--- config.mk ---
export PLATFORM = sky130hd
export DESIGN_NAME = running_average_filter
export DESIGN_NICKNAME = d
export VERILOG_FILES = /design/src/sv/rav_pkg.sv /design/src/sv/running_average_filter.sv /design/src/sv/rav_ram.sv /design/src/sv/rav_div.sv
export SDC_FILE = /design/constraint.sdc
export NUM_CORES = 1
export LEC_CHECK = 0
export BUFFER_PORTS_ARGS = -buffer_cell sky130_fd_sc_hd__clkbuf_2
export CAP_MARGIN = 5
export CORE_MARGIN = 3
export CORE_UTILIZATION = 65
export CTS_CLUSTER_DIAMETER = 60
export CTS_CLUSTER_SIZE = 40
export DETAILED_ROUTE_END_ITERATION = 12
export HOLD_SLACK_MARGIN = 0.02
export PLACE_DENSITY = 0.83
export SYNTH_ARGS = -nofsm -noshare
export SYNTH_HDL_FRONTEND = slang
export SYNTH_SLANG_ARGS = --single-unit
--- constraint.sdc ---
create_clock -name i_clk -period 10.6 [get_ports i_clk]
set_clock_uncertainty 0.15 [all_clocks]
set_input_delay 2.12 -clock i_clk [delete_from_list [all_inputs] [get_ports i_clk]]
set_output_delay 2.12 -clock i_clk [all_outputs]
set_load 0.01 [all_outputs]
--- src/sv/rav_pkg.sv ---
// rav_pkg: shared widths, constants and divider request/response types for the running average filter
// used by rav_div, running_average_filter and the tb testbench; depends on nothing

package rav_pkg;

    localparam int SAMPLE_W   = 16;
    localparam int MAX_WINDOW = 32;
    localparam int SLOT_W     = $clog2(MAX_WINDOW);
    localparam int CNT_W      = $clog2(MAX_WINDOW + 1);
    localparam int SUM_W      = SAMPLE_W + SLOT_W;
    localparam int DIV_STEPS  = SUM_W;
    localparam int STEP_W     = $clog2(DIV_STEPS);

    localparam logic [CNT_W-1:0] WINDOW_RESET = CNT_W'(20);
    localparam logic [CNT_W-1:0] WINDOW_MAX   = CNT_W'(MAX_WINDOW);

    // register index of window_size
    localparam int REG_WINDOW = 0;

    typedef struct packed {
        logic             start;
        logic [SUM_W-1:0] dividend;
        logic [CNT_W-1:0] divisor;
    } t_div_req;

    typedef struct packed {
        logic                done;
        logic [SAMPLE_W-1:0] quotient;
    } t_div_rsp;

endpackage

--- src/sv/running_average_filter.sv ---
// running_average_filter: moving average over the last window_size samples
// depends on rav_pkg, rav_ram (sample ring store) and rav_div (serial divider)
//
//  channel   | direction | handshake                  | payload
//  s_axis    | in        | s_axis_tvalid/tready       | tdata[15:0] sample
//  m_axis    | out       | m_axis_tvalid/tready       | tdata[15:0] average
//  apb       | in        | psel/penable/pwrite/pready | reg 0 at 0x0: window_size[5:0]
//
// each sample passes through accept, store read and sum update, 21 divider
// steps in rav_div (one quotient bit per cycle), then the load into the output register
// a new sample is taken while the previous average waits in the output register
// the output register holds its average until m_axis_tready; the divider holds
// its quotient while the output is stalled
// synchronous active-low reset; no clearing pass, the fill count masks stale entries

module running_average_filter
    import rav_pkg::*;
(
    input  logic                i_clk,
    input  logic                i_rst_n,
    input  logic                s_axis_tvalid,
    output logic                s_axis_tready,
    input  logic [SAMPLE_W-1:0] s_axis_tdata,   // [15:0] sample
    output logic                m_axis_tvalid,
    input  logic                m_axis_tready,
    output logic [SAMPLE_W-1:0] m_axis_tdata,   // [15:0] average
    input  logic                psel,
    input  logic                penable,
    input  logic                pwrite,
    input  logic [2:0]          paddr,
    input  logic [31:0]         pwdata,
    output logic [31:0]         prdata,
    output logic                pready
);

    localparam logic [1:0] ST_IDLE = 2'd0;
    localparam logic [1:0] ST_UPD  = 2'd1;
    localparam logic [1:0] ST_DIV  = 2'd2;

    logic [1:0]          r_state;
    logic [1:0]          n_state;
    logic [CNT_W-1:0]    r_window;
    logic [SLOT_W-1:0]   r_slot;
    logic [SLOT_W-1:0]   n_slot;
    logic [CNT_W-1:0]    r_fill;
    logic [CNT_W-1:0]    n_fill;
    logic [SUM_W-1:0]    r_sum;
    logic [SUM_W-1:0]    n_sum;
    logic [SAMPLE_W-1:0] r_sample;
    logic                r_out_valid;
    logic [SAMPLE_W-1:0] r_out_data;

    logic                w_in_req;
    logic                w_cfg_wr;
    logic                w_load;
    logic [CNT_W-1:0]    w_size;
    logic [SLOT_W-1:0]   w_slot;
    logic [CNT_W-1:0]    w_slot_inc;
    logic [SAMPLE_W-1:0] w_old;
    logic [SAMPLE_W-1:0] w_rdata;
    t_div_req            w_div_req;
    t_div_rsp            w_div_rsp;

    assign w_in_req = s_axis_tvalid && s_axis_tready;
    assign w_cfg_wr = psel && penable && pwrite && pready && (paddr[2] == 1'b0);
    assign w_load   = (r_state == ST_DIV) && w_div_rsp.done && (!r_out_valid || m_axis_tready);

    // zero acts as one, above the store depth saturates
    always_comb begin
        if (r_window == '0) begin
            w_size = CNT_W'(1);
        end else if (r_window > WINDOW_MAX) begin
            w_size = WINDOW_MAX;
        end else begin
            w_size = r_window;
        end
    end

    always_comb begin
        w_slot = ({1'b0, r_slot} >= w_size) ? '0 : r_slot;
        w_slot_inc = {1'b0, w_slot} + 1'b1;
        n_slot = (w_slot_inc >= w_size) ? '0 : w_slot_inc[SLOT_W-1:0];
        n_fill = (r_fill < w_size) ? r_fill + 1'b1 : w_size;
        // entry is live only once the ring is full
        w_old  = (r_fill >= w_size) ? w_rdata : '0;
        n_sum  = r_sum - SUM_W'(w_old) + SUM_W'(r_sample);
    end

    always_comb begin
        n_state = r_state;
        case (r_state)
            ST_IDLE: begin
                if (w_in_req) begin
                    n_state = ST_UPD;
                end
            end
            ST_UPD: begin
                n_state = ST_DIV;
            end
            ST_DIV: begin
                if (w_load) begin
                    n_state = ST_IDLE;
                end
            end
            default: begin
                n_state = ST_IDLE;
            end
        endcase
    end

    always_ff @(posedge i_clk) begin
        if (!i_rst_n) begin
            r_state     <= ST_IDLE;
            r_window    <= WINDOW_RESET;
            r_slot      <= '0;
            r_fill      <= '0;
            r_sum       <= '0;
            r_out_valid <= 1'b0;
        end else begin
            r_state <= n_state;
            if (w_cfg_wr) begin
                r_window <= pwdata[CNT_W-1:0];
                r_slot   <= '0;
                r_fill   <= '0;
                r_sum    <= '0;
            end else if (r_state == ST_UPD) begin
                r_slot <= n_slot;
                r_fill <= n_fill;
                r_sum  <= n_sum;
            end
            if (w_load) begin
                r_out_valid <= 1'b1;
            end else if (m_axis_tready) begin
                r_out_valid <= 1'b0;
            end
        end
    end

    always_ff @(posedge i_clk) begin
        if (w_in_req) begin
            r_sample <= s_axis_tdata;
        end
        if (w_load) begin
            r_out_data <= w_div_rsp.quotient;
        end
    end

    rav_ram #(
        .WIDTH (SAMPLE_W),
        .DEPTH (MAX_WINDOW)
    ) u_store (
        .i_clk   (i_clk),
        .i_we    (r_state == ST_UPD),
        .i_waddr (w_slot),
        .i_wdata (r_sample),
        .i_re    (w_in_req),
        .i_raddr (w_slot),
        .o_rdata (w_rdata)
    );

    assign w_div_req.start    = (r_state == ST_UPD);
    assign w_div_req.dividend = n_sum;
    assign w_div_req.divisor  = n_fill;

    rav_div u_div (
        .i_clk   (i_clk),
        .i_rst_n (i_rst_n),
        .i_req   (w_div_req),
        .o_rsp   (w_div_rsp)
    );

    assign s_axis_tready = (r_state == ST_IDLE);
    assign m_axis_tvalid = r_out_valid;
    assign m_axis_tdata  = r_out_data;
    assign pready        = 1'b1;
    assign prdata        = (paddr[2] == 1'b0) ? {{(32 - CNT_W){1'b0}}, r_window} : '0;

    a_fill_bound: assert property (@(posedge i_clk) disable iff (!i_rst_n)
        r_fill <= w_size)
        else $error("fill count above window size");

    a_slot_bound: assert property (@(posedge i_clk) disable iff (!i_rst_n)
        {1'b0, r_slot} < w_size)
        else $error("write slot outside window");

    a_req_to_upd: assert property (@(posedge i_clk) disable iff (!i_rst_n)
        w_in_req && !w_cfg_wr |=> r_state == ST_UPD)
        else $error("accepted sample did not start an update");

    a_load_done: assert property (@(posedge i_clk) disable iff (!i_rst_n)
        $rose(r_out_valid) |-> $past(w_div_rsp.done))
        else $error("output loaded before divider finished");

endmodule

--- src/sv/rav_ram.sv ---
// rav_ram: generic single-port-write, single-port-read ram with registered read data
// no dependencies

module rav_ram #(
    parameter int WIDTH = 16,
    parameter int DEPTH = 32
) (
    input  logic                     i_clk,
    input  logic                     i_we,
    input  logic [$clog2(DEPTH)-1:0] i_waddr,
    input  logic [WIDTH-1:0]         i_wdata,
    input  logic                     i_re,
    input  logic [$clog2(DEPTH)-1:0] i_raddr,
    output logic [WIDTH-1:0]         o_rdata
);

    logic [WIDTH-1:0] r_mem [DEPTH];
    logic [WIDTH-1:0] r_rdata;

    always_ff @(posedge i_clk) begin
        if (i_we) begin
            r_mem[i_waddr] <= i_wdata;
        end
        if (i_re) begin
            r_rdata <= r_mem[i_raddr];
        end
    end

    assign o_rdata = r_rdata;

endmodule

--- src/sv/rav_div.sv ---
// rav_div: bit-serial restoring divider, one quotient bit per cycle
// depends on rav_pkg for widths and the request/response structs

module rav_div
    import rav_pkg::*;
(
    input  logic     i_clk,
    input  logic     i_rst_n,
    input  t_div_req i_req,
    output t_div_rsp o_rsp
);

    logic              r_busy;
    logic              r_done;
    logic [STEP_W-1:0] r_step;
    logic [SUM_W-1:0]  r_quo;
    logic [CNT_W-1:0]  r_rem;
    logic [CNT_W-1:0]  r_dsr;

    logic [CNT_W-1:0]  w_partial;
    logic [CNT_W:0]    w_trial;
    logic              w_fits;

    // remainder stays below the divisor, so its top bit is free for the shift
    assign w_partial = {r_rem[CNT_W-2:0], r_quo[SUM_W-1]};
    assign w_trial   = {1'b0, w_partial} - {1'b0, r_dsr};
    assign w_fits    = ~w_trial[CNT_W];

    always_ff @(posedge i_clk) begin
        if (!i_rst_n) begin
            r_busy <= 1'b0;
            r_done <= 1'b0;
            r_step <= '0;
        end else if (i_req.start) begin
            r_busy <= 1'b1;
            r_done <= 1'b0;
            r_step <= STEP_W'(DIV_STEPS - 1);
        end else if (r_busy) begin
            r_step <= r_step - 1'b1;
            if (r_step == '0) begin
                r_busy <= 1'b0;
                r_done <= 1'b1;
            end
        end
    end

    always_ff @(posedge i_clk) begin
        if (i_req.start) begin
            r_quo <= i_req.dividend;
            r_rem <= '0;
            r_dsr <= i_req.divisor;
        end else if (r_busy) begin
            r_quo <= {r_quo[SUM_W-2:0], w_fits};
            r_rem <= w_fits ? w_trial[CNT_W-1:0] : w_partial;
        end
    end

    assign o_rsp.done     = r_done;
    assign o_rsp.quotient = r_quo[SAMPLE_W-1:0];

endmodule

==> flow_metrics.env <==
export IMPL_status="complete, no violations"
export IMPL_max_clock_path_buffers=3
export IMPL_syn_avg_cell_area_um2=13.65
export IMPL_synthTopCellsByArea="edfxtp_1 (66%), dfxtp_1 (4.0%), nor2_1 (3.6%)"
export IMPL_synth_top_area_share=0.6583
export IMPL_post_route_min_period_ns=6.357
export IMPL_antenna_found_initial=0
export IMPL_synth_edf_count=587
export IMPL_drt_iter0_drc=2061
export IMPL_synth_ff_type="edfxtp_1"
export IMPL_cts_tree="built"
export IMPL_final_max_slew_viol_count=0
export IMPL_post_cts_buffers=0
export IMPL_placedCellCount=2502
export IMPL_wl_per_cell_um=22.57
export IMPL_synth_cell_types=61
export IMPL_syn_area_mm2=0.02678
export IMPL_hold_depth=0
export IMPL_clkLatencyLatePin_ns=0.59
export IMPL_leakage_nw=10.50
export IMPL_finalWirelength_mm=57.88
export IMPL_yosysSeqAreaShare=0.6979
export IMPL_crit_required_ns=10.74
export IMPL_critPathKind="reg -> reg"
export IMPL_critPathArrivalTime_ns=6.49
export IMPL_synth_warnings=0
export IMPL_slew_headroom=0.1279
export IMPL_yosysTopAreaCell="edfxtp_1"
export IMPL_cts_sinks=640
export IMPL_dp_slack_ns=4.404
export IMPL_grt_use_total=0.2648
export IMPL_viasPerCell=6.384
export IMPL_hpwlAfterDp_mm=35.17
export IMPL_fmax_ghz=0.1573
export IMPL_power_mw=4.909
export IMPL_max_cap_violations=0
export IMPL_first_global_vias=16101
export IMPL_powerDensity_mw_per_mm2=169.5
export IMPL_ioPinCount=109
export IMPL_placed_area_mm2=0.02770
export IMPL_dr_pass1_iters=6
export IMPL_setup_tns_final_ns=0
export IMPL_grt_pass1_wl_mm=90.02
export IMPL_core_mm2=0.04019
export IMPL_globalplace_congestion=0.8529
export IMPL_die_area_mm2=0.04367
export IMPL_die_y_um=209.0
export IMPL_nets=2140
export IMPL_io_buffers=53
export IMPL_grt_max_degree=73
export IMPL_cp_max_fo=16
export IMPL_overflow=0
export IMPL_layout_cells_non_filler=2564
export IMPL_drive_above_1_share=0.1133
export IMPL_rsz0062_at_grt="no"
export IMPL_detail_route_antenna_nets=0
export IMPL_ir_drop_uv=146.6
export IMPL_regToRegSetupSlack_ns=4.24
export IMPL_holdWs_ns=0.3035
export IMPL_diodes=0
export IMPL_ys_seq_elements=640
export IMPL_area_delta_synth_final_pct=8.182
export IMPL_end_kind="flip-flop"
export IMPL_htreeDepth=2
export IMPL_hold_violations=0
export IMPL_setup_violations=0
export IMPL_drc=0
export IMPL_setup_ws_ns=4.243
export IMPL_start_kind="flip-flop"
export IMPL_die_x_um=209.0
export IMPL_cts_resized_gates=0
export IMPL_clk_pin_slew_ns=0.08
export IMPL_rows=73
export IMPL_ctsHoldBuffers=0
export IMPL_tightest_slew_ns=1.308
export IMPL_cts_root_buffer="clkbuf_16"
export IMPL_cts_buffers=35
export IMPL_async_flop_share=0
export IMPL_utilization=0.7208
export IMPL_hp_class="reg -> reg"
export IMPL_design_area_mm2=0.02897
export IMPL_vias=16369
export IMPL_initial_core_util=0.6663
export IMPL_post_route_period_util=0.5997
export IMPL_syn_inst=1962
export IMPL_r2r_cells=20
## flip-flops by register name, indices dropped and copies added (netlist names), 2 cells and up
register         flops
r_slot               5
u_div.r_dsr          6
u_div.r_step         5
m_axis_tdata        16
u_store.o_rdata     16
u_div.r_rem          5
r_state              2
r_sample            16
u_store.r_mem      512
r_fill               6
r_sum               21
u_div.r_quo         21
r_window             6
## cell usage in the layout, fill, tap and decap left out, drive strengths merged, types with 10 or more instances in the layout
| cell type | count |
|---|---|
| mux2i | 92 |
| nor2 | 257 |
| a21o | 13 |
| xor2 | 10 |
| fa | 17 |
| nor3 | 22 |
| nor4 | 18 |
| buf | 65 |
| o21ai | 33 |
| nor2b | 32 |
| clkinv | 16 |
| ha | 51 |
| nand3 | 31 |
| xnor2 | 17 |
| o221ai | 29 |
| edfxtp | 587 |
| a211oi | 12 |
| conb | 27 |
| a21oi | 58 |
| a31o | 30 |
| nand4 | 17 |
| nand2 | 192 |
| a2111oi | 81 |
| inv | 99 |
| clkbuf | 90 |
| dfxtp | 53 |
## logic make-up (layout without fill, tap and decap cells)
kind of cell,Yosys count,count (layout),synth area share
AND/OR/NAND/NOR,604,604,0.09771
buffers and inverters,221,273,0.03631
AO/OA/AOI/OAI,302,302,0.08341
XOR/XNOR,28,28,0.009672
flip-flops,640,640,0.6979
other,2,27,0.0002805
multiplexers,97,97,0.03818
adder cells (fa/ha/maj),68,68,0.03654
## critical path: stages (launching register included)
cell      delay, ns
dfxtp_1        0.46
clkinv_1       0.28
nand2_1        0.23
ha_1           0.28
a21o_1         0.16
a21o_1         0.17
a221oi_1       1.07
inv_1          0.13
a31oi_1        0.24
buf_4          0.25
nor2b_1        0.09
fa_1           0.53
inv_1          0.05
ha_1           0.29
a211oi_1       0.28
o21ai_0        0.27
a21bo_2        0.29
a21oi_1        0.35
o211ai_1       0.18
xnor2_1        0.19
o21ai_0        0.11
## report_power, final
group,switching [mW],internal (mW)
clock,0.855,0.734
sequential,0.0266,2.81
combinational,0.304,0.176
total,1.19,3.72
## routing by layer
| metal | GRT usage | vias up | share of wire |
|---|---|---|---|
| met5 | 0 | - | 0 |
| met4 | 0.08661 | 0 | 0.027 |
| met3 | 0.04068 | 123 | 0.093 |
| met2 | 0.4340 | 898 | 0.49 |
| met1 | 0.3718 | 8027 | 0.39 |
| li1 | - | 7321 | - |
## Yosys cell counts (13+ instances only)
cell / n
fa_1: 17
nor4_1: 18
o21ai_0: 31
nand3_1: 31
a2111oi_0: 81
xnor2_1: 17
nor3_1: 22
buf_4: 28
a21oi_1: 57
dfxtp_1: 53
a31o_2: 30
ha_1: 51
clkbuf_1: 64
buf_2: 24
edfxtp_1: 587
nor2_1: 257
mux2i_1: 92
a21o_1: 13
o221ai_1: 29
nor2b_1: 32
nand4_1: 17
nand2_1: 192
inv_1: 89
## layout make-up
type	count	area (µm²)
flip-flops and latches	640	18690
repair buffers	118	753.2
well taps	525	656.9
multi-input cells	1126	7248
inverters	93	355.3
fillers	2444	11220
clock inverters	25	340.3
clock buffers	37	925.9
## final timing paths
path	start	end
max	r_window[5]$_SDFFE_PN0P_	u_div.r_quo[15]$_DFFE_PP_
min	u_div.r_quo[0]$_DFFE_PP_	m_axis_tdata[0]$_DFFE_PP_
min reg2reg	u_div.r_quo[0]$_DFFE_PP_	m_axis_tdata[0]$_DFFE_PP_
max reg2reg	r_window[5]$_SDFFE_PN0P_	u_div.r_quo[15]$_DFFE_PP_
No activity file was read; power rests on OpenSTA's default activity.
